**config.mk**
```make
export PLATFORM = sky130hd
export DESIGN_NAME = tone_beep_sweep_sequencer
export DESIGN_NICKNAME = d
export VERILOG_FILES = /design/src/tbss_pkg.sv /design/src/tone_beep_sweep_sequencer.sv
export SDC_FILE = /design/constraint.sdc
export NUM_CORES = 1
export LEC_CHECK = 0
export BUFFER_PORTS_ARGS = -buffer_cell sky130_fd_sc_hd__buf_2
export CORE_UTILIZATION = 45
export CTS_CLUSTER_SIZE = 16
export DETAILED_ROUTE_END_ITERATION = 10
export GPL_TIMING_DRIVEN = 0
export PLACE_DENSITY_LB_ADDON = 0.05
export SLEW_MARGIN = 5
export SYNTH_ARGS = -nofsm -noshare
export SYNTH_HDL_FRONTEND = slang
export SYNTH_SLANG_ARGS = --single-unit
```
**constraint.sdc**
```tcl
create_clock -name clock -period 17.4 [get_ports clock]
set_input_delay 0 -clock clock [delete_from_list [all_inputs] [get_ports clock]]
set_output_delay 0 -clock clock [all_outputs]
set_load 0.005 [all_outputs]
```
**src/tbss_pkg.sv**
```systemverilog
package tbss_pkg;

   // Command codes carried on the action field
   typedef enum logic [1:0] {
      ACT_TICK   = 2'd0,
      ACT_SINGLE = 2'd1,
      ACT_DOUBLE = 2'd2,
      ACT_SWEEP  = 2'd3
   } action_type;

   localparam int unsigned FreqW      = 16;
   localparam int unsigned DurW       = 16;
   localparam int unsigned DutyW      = 8;
   localparam int unsigned SweepW     = 11;
   localparam int unsigned SweepLen   = 1000;
   localparam int unsigned SweepHalf  = 500;
   localparam int unsigned SweepLow   = 100;
   localparam int unsigned SweepHigh  = 2000;
   localparam int unsigned SweepSpan  = SweepHigh - SweepLow;
   localparam int unsigned DutyReset  = 127;

   // Scaled step: span/half reduces to 19/5; divide by 5 as a reciprocal
   // multiply, exact for every product below 2^18
   localparam int unsigned StepNum    = 19;
   localparam int unsigned StepDen    = 5;
   localparam int unsigned RecipShift = 18;
   localparam int unsigned Recip      = ((1 << RecipShift) + StepDen - 1) / StepDen;
   localparam int unsigned ProdW      = 14;   // holds SweepHalf * StepNum
   localparam int unsigned MulW       = ProdW + 16;

   // Triangle frequency for sweep time t, valid for t up to SweepLen
   function automatic logic [FreqW-1:0] sweep_freq(input logic [SweepW-1:0] t);
      logic              rising;
      logic [9:0]        k;
      logic [ProdW-1:0]  scaled;
      logic [MulW-1:0]   prod;
      logic [11:0]       q;
      rising = (t <= SweepW'(SweepHalf));
      k      = rising ? t[9:0] : 10'(t - SweepW'(SweepHalf));
      // k * 19 as shift and add
      scaled = {k, 4'b0} + {3'b0, k, 1'b0} + {4'b0, k};
      prod   = MulW'(scaled) * MulW'(Recip);
      q      = prod[MulW-1 -: 12];
      if (rising)
         sweep_freq = FreqW'(q) + FreqW'(SweepLow);
      else
         sweep_freq = FreqW'(SweepHigh) - FreqW'(q);
   endfunction

endpackage

```
**src/tone_beep_sweep_sequencer.sv**
```systemverilog
// Buzzer tone sequencer stepped by one-millisecond ticks.
// req_ channel: one item per transfer, action selects tick, single beep,
//   double beep or sweep; freq/dur fields feed the beep commands.
// rsp_ channel: one result per item with the frequency and duty last
//   driven to the PWM generator, an updated flag and a busy flag.
// csr_ channel: writes on_duty (the duty used while a tone sounds); it
//   is always ready. It must only be written while the block is idle;
//   the block itself does not enforce this.
// A request is held in the input register; the result register loads
//   from it when the result side can advance.
// Throughput: one item per cycle while rsp_ready is high; the state
//   update per item is a single pass of counter logic plus one constant
//   multiply (sweep frequency) between the input and result registers.
// Reset: silent (frequency and duty zero), nothing running, on_duty 127.
// Stall: a result held by a low rsp_ready stays stable; one more request
//   is taken into the input register, then req_ready drops until the
//   result is taken.
module tone_beep_sweep_sequencer
   import tbss_pkg::*;
(
   input  logic             clock,
   input  logic             reset,
   input  logic             req_valid,
   output logic             req_ready,
   input  logic [1:0]       req_action,
   input  logic [FreqW-1:0] req_freq_a,
   input  logic [DurW-1:0]  req_dur_a,
   input  logic [FreqW-1:0] req_freq_b,
   input  logic [DurW-1:0]  req_dur_b,
   output logic             rsp_valid,
   input  logic             rsp_ready,
   output logic [FreqW-1:0] rsp_tone_freq,
   output logic [DutyW-1:0] rsp_duty,
   output logic             rsp_updated,
   output logic             rsp_busy_res,
   input  logic             csr_valid,
   output logic             csr_ready,
   input  logic [DutyW-1:0] csr_on_duty
);

   // Input stage
   logic             in_valid_ff;
   logic [1:0]       act_ff;
   logic [FreqW-1:0] fa_ff;
   logic [DurW-1:0]  da_ff;
   logic [FreqW-1:0] fb_ff;
   logic [DurW-1:0]  db_ff;

   // Sequencer state
   logic              beep_ff, beep_in;
   logic              second_ff, second_in;
   logic              sweep_ff, sweep_in;
   logic [DurW-1:0]   ticks_ff, ticks_in;
   logic [FreqW-1:0]  pend_freq_ff, pend_freq_in;
   logic [DurW-1:0]   pend_dur_ff, pend_dur_in;
   logic [SweepW-1:0] sweep_t_ff, sweep_t_in;
   logic [FreqW-1:0]  cur_freq_ff, cur_freq_in;
   logic [DutyW-1:0]  cur_duty_ff, cur_duty_in;
   logic [DutyW-1:0]  on_duty_ff;

   // Result stage
   logic rsp_valid_ff;
   logic updated_ff, updated_in;

   logic advance;
   logic proc;

   assign advance   = !rsp_valid_ff || rsp_ready;
   assign proc      = in_valid_ff && advance;
   assign req_ready = !in_valid_ff || advance;
   assign csr_ready = 1'b1;

   // Input register
   always_ff @(posedge clock) begin
      if (reset) begin
         in_valid_ff <= 1'b0;
      end else if (req_ready) begin
         in_valid_ff <= req_valid;
      end
      if (req_valid && req_ready) begin
         act_ff <= req_action;
         fa_ff  <= req_freq_a;
         da_ff  <= req_dur_a;
         fb_ff  <= req_freq_b;
         db_ff  <= req_dur_b;
      end
   end

   // Duty register
   always_ff @(posedge clock) begin
      if (reset) begin
         on_duty_ff <= DutyW'(DutyReset);
      end else if (csr_valid && csr_ready) begin
         on_duty_ff <= csr_on_duty;
      end
   end

   // Next state for one item
   always_comb begin
      logic [DurW-1:0]   tl_dec;
      logic [SweepW-1:0] t_inc;
      beep_in      = beep_ff;
      second_in    = second_ff;
      sweep_in     = sweep_ff;
      ticks_in     = ticks_ff;
      pend_freq_in = pend_freq_ff;
      pend_dur_in  = pend_dur_ff;
      sweep_t_in   = sweep_t_ff;
      cur_freq_in  = cur_freq_ff;
      cur_duty_in  = cur_duty_ff;
      updated_in   = 1'b0;
      tl_dec = (ticks_ff != '0) ? ticks_ff - 1'b1 : ticks_ff;
      t_inc  = (sweep_t_ff != '1) ? sweep_t_ff + 1'b1 : sweep_t_ff;
      case (action_type'(act_ff))
         ACT_SINGLE: begin
            sweep_in    = 1'b0;
            second_in   = 1'b0;
            cur_freq_in = fa_ff;
            cur_duty_in = on_duty_ff;
            ticks_in    = da_ff;
            beep_in     = 1'b1;
            updated_in  = 1'b1;
         end
         ACT_DOUBLE: begin
            sweep_in     = 1'b0;
            second_in    = 1'b1;
            pend_freq_in = fb_ff;
            pend_dur_in  = db_ff;
            cur_freq_in  = fa_ff;
            cur_duty_in  = on_duty_ff;
            ticks_in     = da_ff;
            beep_in      = 1'b1;
            updated_in   = 1'b1;
         end
         ACT_SWEEP: begin
            sweep_in   = 1'b1;
            beep_in    = 1'b0;
            second_in  = 1'b0;
            sweep_t_in = '0;
         end
         ACT_TICK: begin
            // beep countdown: decrement first, then check expiry
            if (beep_ff) begin
               ticks_in = tl_dec;
               if (tl_dec == '0) begin
                  if (second_ff) begin
                     cur_freq_in = pend_freq_ff;
                     cur_duty_in = on_duty_ff;
                     ticks_in    = pend_dur_ff;
                     second_in   = 1'b0;
                  end else begin
                     cur_freq_in = '0;
                     cur_duty_in = '0;
                     beep_in     = 1'b0;
                  end
                  updated_in = 1'b1;
               end
            end
            // sweep step
            if (sweep_ff) begin
               sweep_t_in = t_inc;
               if (t_inc <= SweepW'(SweepLen)) begin
                  cur_freq_in = sweep_freq(t_inc);
                  cur_duty_in = on_duty_ff;
               end else begin
                  sweep_in    = 1'b0;
                  cur_freq_in = '0;
                  cur_duty_in = '0;
               end
               updated_in = 1'b1;
            end
         end
         default: begin
            updated_in = 1'b0;
         end
      endcase
   end

   // State and result registers
   always_ff @(posedge clock) begin
      if (reset) begin
         beep_ff      <= 1'b0;
         second_ff    <= 1'b0;
         sweep_ff     <= 1'b0;
         ticks_ff     <= '0;
         sweep_t_ff   <= '0;
         cur_freq_ff  <= '0;
         cur_duty_ff  <= '0;
         rsp_valid_ff <= 1'b0;
         updated_ff   <= 1'b0;
      end else begin
         if (advance) begin
            rsp_valid_ff <= in_valid_ff;
         end
         if (proc) begin
            beep_ff     <= beep_in;
            second_ff   <= second_in;
            sweep_ff    <= sweep_in;
            ticks_ff    <= ticks_in;
            sweep_t_ff  <= sweep_t_in;
            cur_freq_ff <= cur_freq_in;
            cur_duty_ff <= cur_duty_in;
            updated_ff  <= updated_in;
         end
      end
      if (proc) begin
         pend_freq_ff <= pend_freq_in;
         pend_dur_ff  <= pend_dur_in;
      end
   end

   // Current tone registers double as the result payload
   assign rsp_valid     = rsp_valid_ff;
   assign rsp_tone_freq = cur_freq_ff;
   assign rsp_duty      = cur_duty_ff;
   assign rsp_updated   = updated_ff;
   assign rsp_busy_res  = beep_ff || sweep_ff;

`ifndef ASSERT_OFF
   // beep and sweep never run together
   a_exclusive: assert property (@(posedge clock) disable iff (reset)
      !(beep_ff && sweep_ff))
      else $error("beep and sweep both running");

   // a pending second beep only exists inside a running beep
   a_second_in_beep: assert property (@(posedge clock) disable iff (reset)
      second_ff |-> beep_ff)
      else $error("second beep pending without a beep");

   // a tone that just ended leaves the output silent
   a_end_silent: assert property (@(posedge clock) disable iff (reset)
      (rsp_valid && rsp_updated && !rsp_busy_res)
         |-> (rsp_tone_freq == '0 && rsp_duty == '0))
      else $error("tone ended without silence");

   // sweep time never passes one step beyond the triangle
   a_sweep_bound: assert property (@(posedge clock) disable iff (reset)
      sweep_t_ff <= SweepW'(SweepLen + 1))
      else $error("sweep time out of range");
`endif

endmodule

```
# == Word level (Yosys, flattened, before mapping) ==
# Cells that the tools add are included.
# op_classes
addsub,7
n_lt_le_gt_ge,2
n_eq_ne,9
n_mul,1
n_mux,36
reduce_logical,19
# ops
op,count
$mux W16,10
$pmux W16 S2,2
$mux W8,5
$mul A14 B16 Y30 const B,1
$mux W11,2
$pmux W11 S2,1
$logic_not A16 Y1,1
$pmux W8 S2,1
$reduce_bool A16 Y1,1
$sub A16 B1 Y16 const B,1
$add A14 B10 Y14,1
$add A14 B11 Y14,1
$add A12 B7 Y13 const B,1
$sub A11 B12 Y13 const A,1
$add A11 B1 Y11 const B,1
$le A11 B10 Y1 const B,1
$le A11 B9 Y1 const B,1
$ne A11 B11 Y1 const B,1
$mux W1,10
$mux W10,1
$sub A10 B9 Y10 const B,1
$pmux W1 S3,3
$reduce_and A3 Y1,3
$ne A2 B2 Y1 const B,3
other kinds (12),20
# totals
out_inout_bits,29
wordCells,92
ff_bits,163

# == Depth between registers and ports, before layout ==
# depth
ltp_word,12
mapped_depth,53

# == Worst setup path after synthesis ==
# Ideal clock, no wire load.
# synth_timing
path_kind,reg2reg
start,register sweep_t_ff[0]
end,"register cur_freq_ff[4], in the netlist rsp_tone_freq[4]"
t_arrival_ns,10.403
stages_incl_launch_ff,47
setup_time_ns,0.115
n_path_buf,2
path_slack_ns,6.882
required_ns,17.285
cell_sequence,dfxtp_1 -> ha_1 -> and4_1 -> buf_2 -> a31oi_1 -> xnor2_1 -> ha_1 -> nand3b_1 -> mux2i_1 -> a21oi_1 -> a21oi_1 -> clkbuf_1 -> nor2_1 -> a21oi_1 -> ha_1 -> xor2_1 -> ha_1 -> a21oi_1 -> [11 not listed] -> inv_1 -> fa_1 -> inv_1 -> fa_1 -> inv_1 -> ha_1 -> nand4_1 -> or2_2 -> o311ai_0 -> xor2_1 -> inv_1 -> ha_1 -> and2_1 -> and2_1 -> or3_1 -> a31oi_1 -> o31ai_1 -> and2_1
# synth_between
elab_chain_len,12
# synth_lines
element,line,text
"start, declared",tone_beep_sweep_sequencer.sv:56,"logic [SweepW-1:0] sweep_t_ff, sweep_t_in;"
"start signal, assigned",tone_beep_sweep_sequencer.sv:200,sweep_t_ff <= sweep_t_in;
$add A11 B1 Y11 / $ne A11 B11 Y1 (equally long branches),tone_beep_sweep_sequencer.sv:113,t_inc = (sweep_t_ff != '1) ? sweep_t_ff + 1'b1 : sweep_t_ff;
$mux W11 (*),tone_beep_sweep_sequencer.sv:113,
$sub A10 B9 Y10 / $le A11 B9 Y1 (equally long branches),"tbss_pkg.sv:39, tbss_pkg.sv:38",
$mux W10,tbss_pkg.sv:39,k = rising ? t[9:0] : 10'(t - SweepW'(SweepHalf));
$add A14 B11 Y14,tbss_pkg.sv:41,"scaled = {k, 4'b0} + {3'b0, k, 1'b0} + {4'b0, k};"
$add A14 B10 Y14,tbss_pkg.sv:41,
$mul A14 B16 Y30,tbss_pkg.sv:42,prod = MulW'(scaled) * MulW'(Recip);
$sub A11 B12 Y13 / $add A12 B7 Y13 (equally long branches),"tbss_pkg.sv:47, tbss_pkg.sv:45",
$mux W16,tbss_pkg.sv:44,if (rising)
$mux W16 (*),tone_beep_sweep_sequencer.sv:162,if (t_inc <= SweepW'(SweepLen)) begin
$mux W16 (*),tone_beep_sweep_sequencer.sv:160,if (sweep_ff) begin
$pmux W16 S2 (*),tone_beep_sweep_sequencer.sv:114,case (action_type'(act_ff))
"end signal, assigned",tone_beep_sweep_sequencer.sv:201,cur_freq_ff <= cur_freq_in;
"end, declared",tone_beep_sweep_sequencer.sv:57,"logic [FreqW-1:0] cur_freq_ff, cur_freq_in;"
# Every way passes the cells marked *; elsewhere a longest branch is shown, timed or not.
# A chain may end at the register's enable or synchronous reset.

# == Final worst setup path ==
# Ends and elaborated chain as after synthesis.

==> flow_summary_export.csv <==
group,metric,value,unit
power_and_ir_drop,ir_worst_vdd,0.0592,mV
die,ios,108,
setup_path,cp_slowest_cell,"a21oi_1",
setup_path,critical_path_buf_inv_count,7,
die,start_util,0.459,
synth,ys_warn_count,0,
grt,gr-total-overflow,0,
route,drtIter0Drc,638,
placed_design,gp_congestion,0.873,
setup_path,r2r_slack,4.31,ns
synth,yosys_register_bits,163,
clock_tree,numCtsBuffers,17,
grt,grt_max_degree,67,
timing,holdWs,0.101,ns
timing,slew_violations,0,
power_and_ir_drop,power_density,64.3,nW/um^2
layout,syn2layout_area_growth,19.4,%
timing,final.period_utilization,0.753,
status,outcome,"finished with violations",
grt,grt_usage,0.232,
die,dieArea,27300,um^2
synth,synth-edff-count,98,
clock_tree,clk_pin_slew,0.08,ns
setup_path,required,17.72,ns
setup_path,start_kind,"flop",
timing,tns,0,ns
placed_design,place_ws,4.50,ns
timing,finClkSkew,0.0129,ns
timing,setup_viol,0,
synth,syn_inst,1249,
placed_design,hpwl,23700,um
setup_path,critPathArrivalTime,13.41,ns
setup_path,ff2ff_path_depth,46,
clock_tree,htreeDepth,4,
synth,synthFlopType,"edfxtp_1",
timing,tightest_slew,0.934,ns
synth,async_flop_share,0,
synth,synth_cell_types,84,
route,dr_total_vias,9791,
min_path,hp-class,"in -> reg",
timing,fmax,76.4,MHz
layout,design_area,14300,um^2
setup_path,path_delay_family,"adder cells",
synth,syn_nets,1514,
timing,finalCriticalPeriod,13.09,ns
route,via_per_inst,5.45,
setup_path,slowest_delay,0.71,ns
power_and_ir_drop,p_leak,6.40,nW
route,antenna_left,0,
die,rows,59,
min_path,hp-start,"csr_valid",
grt,grt_pass1_wl,48300,um
layout,fillerInstances,2383,
route,drcViolationCount,2,
power_and_ir_drop,power.total,921,uW
route,wl,30700,um
die,core,26100,um^2
clock_tree,cts.repair.resized,0,
clock_tree,cts_tree,"yes",
clock_tree,cts.path.max_buffers,2,
synth,ys_seq_area_frac,0.354,
layout,final_cells,1798,
timing,rsz0062_at_grt,"no",
layout,nets,1715,
route,dr.pass1.iters,8,
min_path,hold_path_depth,3,
clock_tree,clock-sinks,163,
setup_path,crit_fanout,10,
placed_design,post-place-cells,1689,
setup_path,reg2reg_from,"sweep_t_ff[0]",
grt,grt_antenna_before_repair,0,
setup_path,cp_common_cell,"ha_1",
synth,syn_area,12000,um^2
min_path,min_to,"on_duty_ff[5]",
clock_tree,root_buffer,"clkbuf_16",
die,die_w,165,um
timing,max_slew_margin,0.377,
layout,num_antenna_cells,0,
layout,post-route-util,0.548,
placed_design,port_buffers,104,
setup_path,rr_endpoint,"rsp_tone_freq[4]",
route,wire_per_inst,17.1,um
timing,layout_setup_ws,4.31,ns
synth,avgSynthCellArea,9.60,um^2
die,die_y,165,um
placed_design,placed_area,13000,um^2
grt,first_global_vias,9342,
setup_path,cp-end-kind,"flop",
clock_tree,clock_latency,0.44,ns
run,cap_violations,0,
timing,hold_violations,0,
layout,drive_above_1_share,0.125,
setup_path,worstSetupPathType,"reg -> reg",
status,violations,"DRC",
layer usage:
metal / vias to the layer above / GRT usage / routed length, um
met1: 4653 / 0.331 / 14800
met3: 29 / 0.0272 / 1390
met2: 259 / 0.365 / 13900
met5: - / 0 / 0
met4: 0 / 0.0701 / 567
li1: 4850 / - / -
power breakdown:
part | total (mW) | internal (mW) | switching, mW
clock network | 0.375 | 0.193 | 0.182
logic | 0.111 | 0.0490 | 0.0622
registers | 0.435 | 0.427 | 0.00825
final cells by class:
class                           count  area (um^2)  share of cell area
Buffer                             54          228              0.0159
Clock buffer                       17          425              0.0297
Clock inverter                     15          165              0.0115
Inverter                          143          537              0.0375
Multi-Input combinational cell    889         6990               0.488
Sequential cell                   163         4240               0.296
Tap cell                          335          419              0.0293
Timing Repair Buffer              182         1320              0.0920
worst max-delay path by stage:
| stage | startpoint | to | slack, ns | cells after the start |
|---|---|---|---|---|
| after detailed placement | sweep_t_ff[0] | rsp_tone_freq[4] | 4.50 | 46 |
| after floorplan | sweep_t_ff[0] | rsp_tone_freq[4] | 6.88 | 46 |
| after CTS | sweep_t_ff[0] | rsp_tone_freq[4] | 4.43 | 46 |
| after global routing | sweep_t_ff[0] | rsp_tone_freq[4] | 3.61 | 46 |
| after global placement | sweep_t_ff[0] | rsp_tone_freq[4] | 4.58 | 46 |
| final | sweep_t_ff[0] | rsp_tone_freq[4] | 4.31 | 46 |
worst register-to-register path, delay by kind of cell, from the launching register on:
family	cells	cell delay [ns]
AOI/OAI and AO/OA	12	3.61
buffers and inverters	7	1.16
and+or+nand+nor	12	2.19
adders and majority gates	11	4.41
muxes	1	0.29
DFF	1	0.40
xor gates and xnor gates	3	0.91
synthesized netlist by cell type (all sizes together), types with 5 or more instances:
master | n | area share
or3 | 11 | 0.0062
xor2 | 15 | 0.011
xnor2 | 33 | 0.024
nor3 | 27 | 0.012
o211ai | 9 | 0.0056
nand2 | 74 | 0.023
a21o | 19 | 0.012
nor4 | 9 | 0.0059
and2 | 15 | 0.0078
a311oi | 5 | 0.0037
edfxtp | 98 | 0.25
and3 | 9 | 0.0047
a211oi | 12 | 0.0083
or2 | 8 | 0.0042
mux2i | 13 | 0.011
clkbuf | 35 | 0.011
fa | 55 | 0.092
nand2b | 12 | 0.0063
buf | 19 | 0.0079
inv | 143 | 0.045
o21ai | 56 | 0.023
nor2b | 7 | 0.0037
a22oi | 18 | 0.011
nor2 | 107 | 0.034
nand3 | 31 | 0.013
a21oi | 91 | 0.039
dfxtp | 65 | 0.11
and4 | 6 | 0.0044
a31oi | 27 | 0.015
ha | 131 | 0.14
o311ai | 5 | 0.0037
o31ai | 6 | 0.0042
nand4 | 9 | 0.0059
sequential cells by signal, summed over array words and instances, names as in the netlist:
signal and flops:
da_ff 16, db_ff 16, fa_ff 16, fb_ff 16, pend_dur_ff 16, pend_freq_ff 16
rsp_tone_freq 16, ticks_ff 16, sweep_t_ff 11, on_duty_ff 8, rsp_duty 8, act_ff 2
beep_ff 1, in_valid_ff 1, rsp_updated 1, rsp_valid 1, second_ff 1, sweep_ff 1
placed cells by master, fill, tap and decap left out, drive strengths merged, types with 55 or more instances in the layout:
master,instances
edfxtp,98
o21ai,56
dlygate4sd3,77
nand2,74
inv,150
ha,131
a21oi,91
dfxtp,65
fa,55
nor2,107
buf,124
what timing repair did:
item	in CTS	in global routing
endpoints found under the setup margin	0	0
hold buffers	77	0
endpoints found under the hold margin	76	0
buffers inserted	0	0
logic make-up after synthesis:
kind of cell	after synthesis	synth area share
simple gates	346	0.147
mux	13	0.0108
fa+ha+maj	186	0.228
other cells	1	0.000313
flops	163	0.354
xor+xnor	48	0.0350
compound gates	295	0.161
buf+inv	197	0.0637
Note: power is estimated with default switching activity, not from simulation.
